`src/hw/rtl/lwps_pkg.sv`:
```
package lwps_pkg;

  // coordinate width taken from each coordinate field
  localparam int COORD_BITS = 10;

  // descriptor queue between front and back
  localparam int QUEUE_DEPTH = 2;
  localparam int QPTR_BITS = (QUEUE_DEPTH > 1) ? $clog2(QUEUE_DEPTH) : 1;
  localparam int QCOUNT_BITS = $clog2(QUEUE_DEPTH + 1);

  // controller command bytes
  localparam logic [7:0] CMD_COLUMN_SET = 8'h2A;
  localparam logic [7:0] CMD_ROW_SET = 8'h2B;
  localparam logic [7:0] CMD_MEMORY_WRITE = 8'h2C;
  localparam logic [7:0] CMD_DISPLAY_ON = 8'h29;
  localparam logic [7:0] CMD_DISPLAY_OFF = 8'h28;

  // orientation offsets
  localparam logic [15:0] OFFSET_SMALL = 16'd20;
  localparam logic [15:0] OFFSET_LARGE = 16'd80;

  // configuration register index (byte address bit 2)
  localparam logic CFG_IDX_ORIENTATION = 1'b0;

  typedef enum logic [1:0] {
    OP_WINDOW = 2'd0,
    OP_GLYPH = 2'd1,
    OP_PIXEL = 2'd2,
    OP_DISPLAY = 2'd3
  } op_t;

  typedef enum logic [1:0] {
    ORIENT_0 = 2'd0,
    ORIENT_1 = 2'd1,
    ORIENT_2 = 2'd2,
    ORIENT_3 = 2'd3
  } orient_t;

  // one classified request, ready for the byte sequencer
  // window: a x_start, b x_end, c y_start, d y_end (offsets applied)
  // glyph: a fg, b bg, bits dots; pixel: a color; display: bits[0] enable
  typedef struct packed {
    op_t op;
    logic [7:0] bits;
    logic [15:0] a;
    logic [15:0] b;
    logic [15:0] c;
    logic [15:0] d;
  } desc_t;

  // index of the final byte of a run
  function automatic logic [3:0] run_last(op_t op);
    logic [3:0] r;
    unique case (op)
      OP_WINDOW: r = 4'd10;
      OP_GLYPH: r = 4'd15;
      OP_PIXEL: r = 4'd1;
      OP_DISPLAY: r = 4'd0;
      default: r = 4'd0;
    endcase
    return r;
  endfunction

endpackage

```
`src/hw/rtl/lcd_window_pixel_serializer.sv`:
```
// Drawing requests in, controller bytes out. A request is taken at a rising edge with start
// high and busy low; its bytes appear one per cycle on out_byte with strobe high: 11 bytes
// for a window, 16 for a glyph byte, 2 for a pixel and 1 for display on/off, the final
// one flagged by last_of_run. The byte sequencer emits one byte each cycle, and queued
// runs follow each other with no gap. A two-entry request queue sits in front of the
// sequencer; busy is high while it is full. The receiver cannot stall: every strobed byte
// must be taken in its cycle. orientation (address 0) should only be written while no run
// is pending.
module lcd_window_pixel_serializer (
  input  logic                           clk,
  input  logic                           rst,
  input  logic                           start,
  output logic                           busy,
  input  logic [1:0]                     operation,
  input  logic [lwps_pkg::COORD_BITS-1:0] x_start,
  input  logic [lwps_pkg::COORD_BITS-1:0] y_start,
  input  logic [lwps_pkg::COORD_BITS-1:0] x_end,
  input  logic [lwps_pkg::COORD_BITS-1:0] y_end,
  input  logic [7:0]                     glyph_bits,
  input  logic [15:0]                    fg_color,
  input  logic [15:0]                    bg_color,
  input  logic [15:0]                    pixel_color,
  input  logic                           display_enable,
  output logic                           strobe,
  output logic [7:0]                     out_byte,
  output logic                           is_data,
  output logic                           last_of_run,
  input  logic                           psel,
  input  logic                           penable,
  input  logic                           pwrite,
  input  logic [2:0]                     paddr,
  input  logic [31:0]                    pwdata,
  output logic [31:0]                    prdata,
  output logic                           pready
);

  logic [1:0]      orientation;
  logic            push;
  logic            pop;
  logic            full;
  logic            not_empty;
  lwps_pkg::desc_t push_desc;
  lwps_pkg::desc_t head;

  // configuration register
  assign pready = 1'b1;

  always_ff @(posedge clk) begin
    if (rst) begin
      orientation <= '0;
    end else if (psel && penable && pwrite && pready &&
                 (paddr[2] == lwps_pkg::CFG_IDX_ORIENTATION)) begin
      orientation <= pwdata[1:0];
    end
  end

  assign prdata = (paddr[2] == lwps_pkg::CFG_IDX_ORIENTATION) ?
                  {30'd0, orientation} : 32'd0;

  assign busy = full;

  // request intake and classification
  lwps_front u_front (
    .start          (start),
    .full           (full),
    .orientation    (orientation),
    .operation      (operation),
    .x_start        (x_start),
    .y_start        (y_start),
    .x_end          (x_end),
    .y_end          (y_end),
    .glyph_bits     (glyph_bits),
    .fg_color       (fg_color),
    .bg_color       (bg_color),
    .pixel_color    (pixel_color),
    .display_enable (display_enable),
    .push           (push),
    .desc           (push_desc)
  );

  // descriptor queue
  lwps_queue u_queue (
    .clk       (clk),
    .rst       (rst),
    .push      (push),
    .push_desc (push_desc),
    .pop       (pop),
    .full      (full),
    .not_empty (not_empty),
    .head      (head)
  );

  // byte sequencer
  lwps_back u_back (
    .clk         (clk),
    .rst         (rst),
    .not_empty   (not_empty),
    .head        (head),
    .pop         (pop),
    .strobe      (strobe),
    .out_byte    (out_byte),
    .is_data     (is_data),
    .last_of_run (last_of_run)
  );

endmodule

```
`src/hw/rtl/lwps_front.sv`:
```
module lwps_front (
  input  logic                           start,
  input  logic                           full,
  input  logic [1:0]                     orientation,
  input  logic [1:0]                     operation,
  input  logic [lwps_pkg::COORD_BITS-1:0] x_start,
  input  logic [lwps_pkg::COORD_BITS-1:0] y_start,
  input  logic [lwps_pkg::COORD_BITS-1:0] x_end,
  input  logic [lwps_pkg::COORD_BITS-1:0] y_end,
  input  logic [7:0]                     glyph_bits,
  input  logic [15:0]                    fg_color,
  input  logic [15:0]                    bg_color,
  input  logic [15:0]                    pixel_color,
  input  logic                           display_enable,
  output logic                           push,
  output lwps_pkg::desc_t                desc
);

  logic [15:0] xoff;
  logic [15:0] yoff;

  // a transfer is taken whenever the queue has room
  assign push = start && !full;

  // orientation offsets
  always_comb begin
    xoff = '0;
    yoff = '0;
    unique case (lwps_pkg::orient_t'(orientation))
      lwps_pkg::ORIENT_0: yoff = lwps_pkg::OFFSET_SMALL;
      lwps_pkg::ORIENT_1: yoff = lwps_pkg::OFFSET_LARGE;
      lwps_pkg::ORIENT_2: ;
      lwps_pkg::ORIENT_3: xoff = lwps_pkg::OFFSET_LARGE;
      default: ;
    endcase
  end

  // classify the request and pack its payload
  always_comb begin
    desc = '0;
    desc.op = lwps_pkg::op_t'(operation);
    unique case (lwps_pkg::op_t'(operation))
      lwps_pkg::OP_WINDOW: begin
        desc.a = 16'(x_start) + xoff;
        desc.b = 16'(x_end) + xoff;
        desc.c = 16'(y_start) + yoff;
        desc.d = 16'(y_end) + yoff;
      end
      lwps_pkg::OP_GLYPH: begin
        desc.bits = glyph_bits;
        desc.a = fg_color;
        desc.b = bg_color;
      end
      lwps_pkg::OP_PIXEL: begin
        desc.a = pixel_color;
      end
      lwps_pkg::OP_DISPLAY: begin
        desc.bits = {7'd0, display_enable};
      end
      default: ;
    endcase
  end

endmodule

```
`src/hw/rtl/lwps_queue.sv`:
```
module lwps_queue (
  input  logic            clk,
  input  logic            rst,
  input  logic            push,
  input  lwps_pkg::desc_t push_desc,
  input  logic            pop,
  output logic            full,
  output logic            not_empty,
  output lwps_pkg::desc_t head
);

  lwps_pkg::desc_t entries [lwps_pkg::QUEUE_DEPTH];
  logic [lwps_pkg::QPTR_BITS-1:0] wptr;
  logic [lwps_pkg::QPTR_BITS-1:0] rptr;
  logic [lwps_pkg::QCOUNT_BITS-1:0] count;

  localparam logic [lwps_pkg::QPTR_BITS-1:0] PtrLast =
    lwps_pkg::QPTR_BITS'(lwps_pkg::QUEUE_DEPTH - 1);
  localparam logic [lwps_pkg::QCOUNT_BITS-1:0] CountFull =
    lwps_pkg::QCOUNT_BITS'(lwps_pkg::QUEUE_DEPTH);

  assign full = (count == CountFull);
  assign not_empty = (count != '0);
  assign head = entries[rptr];

  // entry storage
  always_ff @(posedge clk) begin
    if (push) begin
      entries[wptr] <= push_desc;
    end
  end

  // pointers and fill count
  always_ff @(posedge clk) begin
    if (rst) begin
      wptr <= '0;
      rptr <= '0;
      count <= '0;
    end else begin
      if (push) begin
        wptr <= (wptr == PtrLast) ? '0 : wptr + 1'b1;
      end
      if (pop) begin
        rptr <= (rptr == PtrLast) ? '0 : rptr + 1'b1;
      end
      if (push && !pop) begin
        count <= count + 1'b1;
      end else if (pop && !push) begin
        count <= count - 1'b1;
      end
    end
  end

  // fill count never passes the depth
  assert property (@(posedge clk) disable iff (rst) count <= CountFull)
    else $error("queue count beyond depth");

  // a push into a non-full queue without a pop grows it by one
  assert property (@(posedge clk) disable iff (rst)
    (push && !pop && !full) |=> (count == $past(count) + 1'b1))
    else $error("queue count did not follow push");

endmodule

```
`src/hw/rtl/lwps_back.sv`:
```
module lwps_back (
  input  logic            clk,
  input  logic            rst,
  input  logic            not_empty,
  input  lwps_pkg::desc_t head,
  output logic            pop,
  output logic            strobe,
  output logic [7:0]      out_byte,
  output logic            is_data,
  output logic            last_of_run
);

  lwps_pkg::desc_t cur;
  logic            active;
  logic [3:0]      idx;
  logic            at_last;
  logic [2:0]      pix;
  logic            dot;
  logic [15:0]     color;

  assign at_last = (idx == lwps_pkg::run_last(cur.op));

  // take the next descriptor while idle or on the last byte of a run
  assign pop = not_empty && (!active || at_last);

  // run sequencer
  always_ff @(posedge clk) begin
    if (rst) begin
      active <= 1'b0;
      idx <= '0;
    end else if (pop) begin
      active <= 1'b1;
      idx <= '0;
    end else if (active && at_last) begin
      active <= 1'b0;
    end else if (active) begin
      idx <= idx + 1'b1;
    end
  end

  always_ff @(posedge clk) begin
    if (pop) begin
      cur <= head;
    end
  end

  // glyph dot selection, bit 7 first
  assign pix = idx[3:1];
  assign dot = cur.bits[~pix];
  assign color = dot ? cur.a : cur.b;

  // byte selection for the current run position
  always_comb begin
    out_byte = '0;
    is_data = 1'b1;
    unique case (cur.op)
      lwps_pkg::OP_WINDOW: begin
        unique case (idx)
          4'd0: begin
            out_byte = lwps_pkg::CMD_COLUMN_SET;
            is_data = 1'b0;
          end
          4'd1: out_byte = cur.a[15:8];
          4'd2: out_byte = cur.a[7:0];
          4'd3: out_byte = cur.b[15:8];
          4'd4: out_byte = cur.b[7:0];
          4'd5: begin
            out_byte = lwps_pkg::CMD_ROW_SET;
            is_data = 1'b0;
          end
          4'd6: out_byte = cur.c[15:8];
          4'd7: out_byte = cur.c[7:0];
          4'd8: out_byte = cur.d[15:8];
          4'd9: out_byte = cur.d[7:0];
          default: begin
            out_byte = lwps_pkg::CMD_MEMORY_WRITE;
            is_data = 1'b0;
          end
        endcase
      end
      lwps_pkg::OP_GLYPH: begin
        out_byte = idx[0] ? color[7:0] : color[15:8];
      end
      lwps_pkg::OP_PIXEL: begin
        out_byte = idx[0] ? cur.a[7:0] : cur.a[15:8];
      end
      lwps_pkg::OP_DISPLAY: begin
        out_byte = cur.bits[0] ? lwps_pkg::CMD_DISPLAY_ON : lwps_pkg::CMD_DISPLAY_OFF;
        is_data = 1'b0;
      end
      default: ;
    endcase
  end

  assign strobe = active;
  assign last_of_run = active && at_last;

  // a run is never broken before its last byte
  assert property (@(posedge clk) disable iff (rst)
    (strobe && !last_of_run) |=> strobe)
    else $error("run ended before its last byte");

  // the run position advances by one between bytes of a run
  assert property (@(posedge clk) disable iff (rst)
    (strobe && !last_of_run) |=> (idx == $past(idx) + 1'b1))
    else $error("run position skipped");

endmodule
```
`config.mk`:
```
export PLATFORM = sky130hd
export DESIGN_NAME = lcd_window_pixel_serializer
export DESIGN_NICKNAME = d
export VERILOG_FILES = /design/src/hw/rtl/lwps_pkg.sv /design/src/hw/rtl/lcd_window_pixel_serializer.sv /design/src/hw/rtl/lwps_front.sv /design/src/hw/rtl/lwps_queue.sv /design/src/hw/rtl/lwps_back.sv
export SDC_FILE = /design/constraint.sdc
export NUM_CORES = 1
export LEC_CHECK = 0
export ABC_AREA = 1
export BUFFER_PORTS_ARGS = -buffer_cell sky130_fd_sc_hd__buf_2
export CAP_MARGIN = 20
export CORE_ASPECT_RATIO = 1.5
export CORE_MARGIN = 10
export CORE_UTILIZATION = 40
export DETAILED_ROUTE_END_ITERATION = 16
export PLACE_DENSITY = 0.69
export SLEW_MARGIN = 20
export SYNTH_ARGS = -nofsm -noshare
export SYNTH_HDL_FRONTEND = slang
export SYNTH_SLANG_ARGS = --single-unit
```
`constraint.sdc`:
```
create_clock -name clk -period 4.8 [get_ports clk]
set_input_delay 0.48 -clock clk [delete_from_list [all_inputs] [get_ports clk]]
set_output_delay 0.48 -clock clk [all_outputs]
set_load 0.005 [all_outputs]
```
After elaboration in Yosys (flattened, before gate mapping)
Memories as Yosys holds them, arrays and structs flattened. A register that Yosys moved wholly into a read port is not among the register bits. Cells that the tools add are included.

Bits in registers: 11. Memories: 1. Memory bits (writable): 148.

Memories: u_queue.entries (words 2, bits a word 74, rd ports 1, clocked after Yosys merged registers in 1, wr ports 1, RTL line lwps_queue.sv:12) `lwps_pkg::desc_t entries [lwps_pkg::QUEUE_DEPTH];`.

$add $sub $neg: 9. Muxes and demuxes: 26. Bitwise operators: 3. Order comparisons: 1. Reductions and logical operators: 23. Eq/ne operators: 19.

Operators by type and width (number): 8-bit one-hot mux with 10 select lines (1); 16-bit one-hot mux with 3 select lines (1); 10-bit by 7-bit adder with 11-bit output (4); 32-bit 2-to-1 mux (1); 16-bit one-hot mux with 2 select lines (1); 8-bit one-hot mux with 4 select lines (1); 4-bit by 3-bit equality test with 1-bit output, second input constant (4); 16-bit 2-to-1 mux (1); 8-bit 2-to-1 mux (2); 4-bit one-hot mux with 4 select lines (1); 8-bit one-hot mux with 2 select lines (1); 7-bit one-hot mux with 2 select lines (1); 2-bit equality test, second input constant (6); 1-bit 2-to-1 mux (9); 4-bit by 2-bit equality test with 1-bit output, second input constant (2); 4-bit equality test, second input constant (2); 1-bit logical AND (8); 8-bit OR reduction (1); 7-bit 2-to-1 mux (1); 2-bit by 1-bit equality test with 1-bit output, second input constant (3); 2-bit logical NOT (3); 2-bit 2-to-1 mux (3); 2-bit nonzero test (3); 4-bit by 1-bit adder with 4-bit output, second input constant (1); other kinds (15) (20).

Longest topological paths before layout
Depth after elaboration: 8. Gate-level depth with buffers: 15.

Cells and area by module
From an unflattened synthesis, not the netlist that was laid out.

Cell total of the unflattened synthesis: 997. Area total of the unflattened synthesis: 11423.5 um^2.

By module, submodules not included: lwps_queue (instances 1, cells each 263, area each 5813.1 um^2, sequential area each 4544.4 um^2); lwps_back (instances 1, cells each 393, area each 3827.4 um^2, sequential area each 2322.2 um^2); lwps_front (instances 1, cells each 284, area each 1412.6 um^2, sequential area each 0.0 um^2); lcd_window_pixel_serializer (instances 1, cells each 57, area each 370.4 um^2, sequential area each 40.0 um^2).

Least setup slack after synthesis
Ideal clock, no wire load.

Path kind: input to register. Start point: input start. End point: memory u_queue.entries[1][0] (netlist bit), enable pin. Setup slack: 0.993 ns. Stages on the path: 2. Data arrival time: 3.319 ns. Path buffers: 0. Cells stage by stage: o21ai_0 nor2_1.

Cells in the longest elaborated chain, start to end: 3.

Ends and longest elaborated chain: start: declaration (RTL line lcd_window_pixel_serializer.sv:12) `input logic start,`; 1-bit logical AND (RTL line lwps_front.sv:23) `assign push = start && !full;`; 1-bit 2-to-1 mux (RTL line lwps_queue.sv:28) `if (push) begin`; 1-bit 2-to-1 mux (not written as such) (RTL line lwps_queue.sv:29) `entries[wptr] <= push_desc;`; end: declaration (RTL line lwps_queue.sv:12).

Every way passes these cells.

Final worst setup path
Start point: register u_back.idx[0]. End point: output out_byte[3].

Cells in the longest elaborated chain, start to end: 3.

Ends and longest elaborated chain: start: declaration (RTL line lwps_back.sv:15) `logic [3:0] idx;`; start signal: assignment (RTL line lwps_back.sv:37) `idx <= idx + 1'b1;`; 4-bit equality test (tied with other cells) (RTL line lwps_back.sv:58) `unique case (idx)`; 8-bit one-hot mux with 10 select lines (RTL line lwps_back.sv:58); 8-bit one-hot mux with 4 select lines (*) (RTL line lwps_back.sv:56) `unique case (cur.op)`; end: declaration (RTL line lcd_window_pixel_serializer.sv:25) `output logic [7:0] out_byte,`.

Mark *: on every way between the ends. The rest lies on a longest branch, timed or not.

==> parameters.txt <==
Parameter                              Value

Status
  Status ... finished clean

Route
  Post-route DRC ... 0
  DRT iter0 DRCs ... between 500 and 600
  WL/cell ... around 15 um
  Routed wire length ... 22100 um
  Count of nets left with antenna violations after detail routing ... 0
  Vias ... between 6000 and 7000
  Detail-routed via count per cell ... ~4.7
  First-pass iteration count of the detailed router ... 5

Logic synthesis
  Register bit count reported by yosys ... between 200 and 250
  Post-Synthesis Cell Area ... 9660 sq um
  Sequential fraction of the synthesis area ... between 60% and 70%
  Mean post-synth cell area ... around 10 sq um
  Async set-reset flop share out of synthesis ... 0%
  Count of flip-flops with a built-in enable after synthesis ... about 190
  Unique cell type count in the Yosys netlist ... 45
  Cell count after synthesis ... about 1000
  Number of warnings reported in the yosys synthesis log ... 0
  Top FF cell, synth ... edfxtp_1

Power
  Part of the power in combinational logic ... approximately 29%
  Clock Power Share ... 23.6%
  Part of the power in registers ... approximately 47%
  Areal power density over the cells ... between 500 and 600 nW/um^2
  Post-layout total power ... 5.87 mW
  Internal power consumption ... between 3 and 4 mW
  Leakage power ... just under 5 nW
  Sw frac ... around 34%
  Switching power ... a little under 2 mW
  Worst IR drop on VDD ... roughly 310 uV

Setup path
  Data arrival time of the critical path ... about 2.9 ns
  Data required time of the worst path ... around 4.3 ns
  Max Fanout on Critical Path ... 29
  Source of the critical timing path ... u_back.idx[0]
  RR Startpoint ... u_back.cur[72]
  Classification of the worst setup path ... reg -> out
  Category of the worst setup path capture point ... primary output
  Critical Path Source Type ... register

Clock network
  H-tree levels ... 1
  Worst skew pair latency ... approximately 0.5 ns
  Total CTS buffers ... 19
  CTS Hold Bufs ... 0
  Resized Gates After CTS ... 0
  Root cell of the clock tree ... clkbuf_16
  Post-CTS setup buffer count ... 0
  # clock sinks ... just over 200
  TritonCTS clock tree ... yes
  Clock-pin slew reported for the worst setup and hold paths after clock tree synthesis ... 0.06 ns
  Buffers from clock root to sink, at most ... 3

Global routing
  Routing usage on met3 ... ~2.4%
  Number of global-route vias before repair ... roughly 6900
  Global-route wire length before repair ... about 35000 um
  Met2 Usage GRT ... between 20% and 30%
  Largest net degree at the start of global routing ... between 60 and 70
  Overall Global Routing Usage ... 13.9%
  Global Route met1 Usage ... 15.0%
  Layer carrying the most global-route usage ... met2
  Initial antenna violation count ... 0
  Remaining global-route overflow ... 0

Job
  Number of max-cap violations ... 0

Final layout
  Ratio of cells with drive above 1 in the final layout ... about 16%
  Layout area overhead ... 14.7%
  Footprint of the multi-input gates ... ~3100 sq um
  Filler cell count in the final layout ... ~2300
  Count of antenna diodes in the layout ... 0
  Area used by sequential logic in the layout ... 5990 sq um
  Post-route design area ... about 11000 sq um
  Net count, final ... between 1000 and 1500

Floorplan
  DIE HEIGHT ... between 200 and 250 um
  Starting utilization of the core area ... between 40% and 50%
  Die Span X ... approximately 150 um
  Floorplan Core Area ... approximately 24000 sq um
  Site row count ... 69
  Overall die area ... between 30000 and 40000 sq um
  Number of top-level design ports ... about 190

Min path
  Class of the most critical hold timing path ... in -> reg
  Startpoint of the worst hold path ... rst

Placed design
  PortBufs ... between 100 and 150
  HPWL after detailed placement ... 16600 um
  Placement Cell Area ... ~11000 sq um
  Final weighted congestion of routability-driven global placement ... slightly below 0.9

Timing
  Fin Setup TNS ... 0 ns
  Max-slew headroom ... between 40% and 50%
  Count of final setup violators ... 0
  Slew Limit Fails ... 0
  Final hold violation count ... 0
  Time the worst path needs with I/O delays and setup ... 3.35 ns
  Top achievable clock speed ... about 300 MHz
  Max Clock Skew ... roughly 0.018 ns
  Unrepaired setup endpoints after global routing ... false
  Measured slew at the worst slew-check pin ... ~0.89 ns
  Portion of the clock cycle consumed by the worst path in the final layout ... between 60% and 70%
[sequential cells by signal (all words and copies together) (netlist names)]
register / count
u_queue.entries: 128
u_back.cur: 64
u_back.idx: 4
orientation: 2
u_queue.count: 2
u_back.strobe: 1
u_queue.rptr: 1
u_queue.wptr: 1
[critical path, cell delays in order (launching register included)]
cell and delay (ns):
dfxtp_1 0.31, buf_4 0.29, clkinv_1 0.40, ha_1 0.38, inv_1 0.07, nor2_2 0.10
nand2_1 0.09, nand2_1 0.05, a211oi_1 0.31, nand3_1 0.13, nand2_1 0.09, inv_1 0.04
buf_2 0.12
[cells in the mapped netlist, types with 2 or more instances]
master,instances,area share [%]
inv_2,5,0.19
a31oi_1,4,0.26
dfxtp_1,11,2.3
nor2_4,2,0.23
nand2_1,361,14
clkbuf_1,19,0.74
nor2_2,4,0.26
and3_1,2,0.13
buf_1,4,0.16
ha_1,23,3.0
nor2_1,68,2.6
inv_1,90,3.5
nand3_1,39,2.0
conb_1,2,0.078
buf_2,4,0.21
edfxtp_1,192,60
nor3_1,3,0.16
nand2_2,4,0.26
nand4_1,3,0.19
o211ai_1,3,0.23
a22o_1,12,1.1
o22ai_1,2,0.13
buf_4,34,2.6
a21oi_1,32,1.7
o21ai_0,44,2.3
xnor2_1,4,0.36
[per-stage QoR]
| stage | hold WS (ns) | std cells | utilization (%) | setup slack, ns |
|---|---|---|---|---|
| final | 0.170 | 1442 | 46.7 | 1.45 |
| after global routing | 0.159 | 1442 | 46.7 | 1.22 |
| after CTS | 0.148 | 1442 | 46.7 | 1.41 |
| after detailed placement | 0.498 | 1409 | 44.3 | 1.94 |
| after global placement | 0.492 | 1409 | 44.3 | 1.95 |
| after floorplan | 0.477 | 1019 | - | 0.993 |
[path summary, 6_finish.rpt]
path	slack, ns	end	cells past startpoint
worst max-delay path	1.45	out_byte[3]	12
worst min-delay path	0.17	u_back.strobe	2
worst max register to register	2.02	u_queue.count[1]	14
worst min register to register	0.51	u_back.cur[25]	2
[power by group through the flow]
stage	clock [mW]	sequential [mW]	combinational, mW
2_1_floorplan	0	2.77	1.16
3_3_place_gp	0	2.81	1.72
3_5_place_dp	0	2.82	1.75
4_1_cts	1.41	2.79	1.75
5_1_grt	1.47	2.83	1.95
6_report	1.38	2.78	1.70
[area by class of cell]
class,count,share of cell area (%)
Clock inverter,9,0.643
Inverter,96,3.25
Clock buffer,24,4.46
Sequential cell,203,54.0
Tap cell,319,3.60
Timing Repair Buffer,132,6.21
Multi-Input combinational cell,659,27.8
[logic make-up (layout without fill, tap and decap cells)]
logic type      count (synthesis)  after routing  share of synthesized area (%)
compound gates                107            107                           6.47
xor+xnor                        5              5                          0.453
fa+ha+maj                      23             23                           2.98
buf+inv                       157            261                           7.47
flops                         203            203                           61.9
mux                             1              1                          0.104
other cells                     2             31                         0.0777
simple gates                  492            492                           20.5
[layer usage]
| layer | vias to the layer above | part of all wire (%) |
|---|---|---|
| li1 | 3446 | - |
| met1 | 3155 | 39 |
| met2 | 177 | 54 |
| met3 | 29 | 4.7 |
| met4 | 0 | 2.1 |
| met5 | - | 0 |
[placed cells by master, fill, tap and decap left out, drive strengths merged, types with 2 or more instances in the layout]
cell type | Yosys | routed
nand2 | 366 | 366
edfxtp | 192 | 192
buf | 42 | 132
inv | 95 | 95
nor2 | 74 | 74
o21ai | 44 | 44
nand3 | 40 | 40
a21oi | 33 | 33
conb | 2 | 31
clkbuf | 19 | 24
ha | 23 | 23
a22o | 12 | 12
dfxtp | 11 | 11
clkinv | 1 | 8
xnor2 | 4 | 4
a31oi | 4 | 4
nor3 | 4 | 4
o211ai | 3 | 3
nand4 | 3 | 3
and3 | 2 | 2
o22ai | 2 | 2
Power figures use the tool's default switching activity.
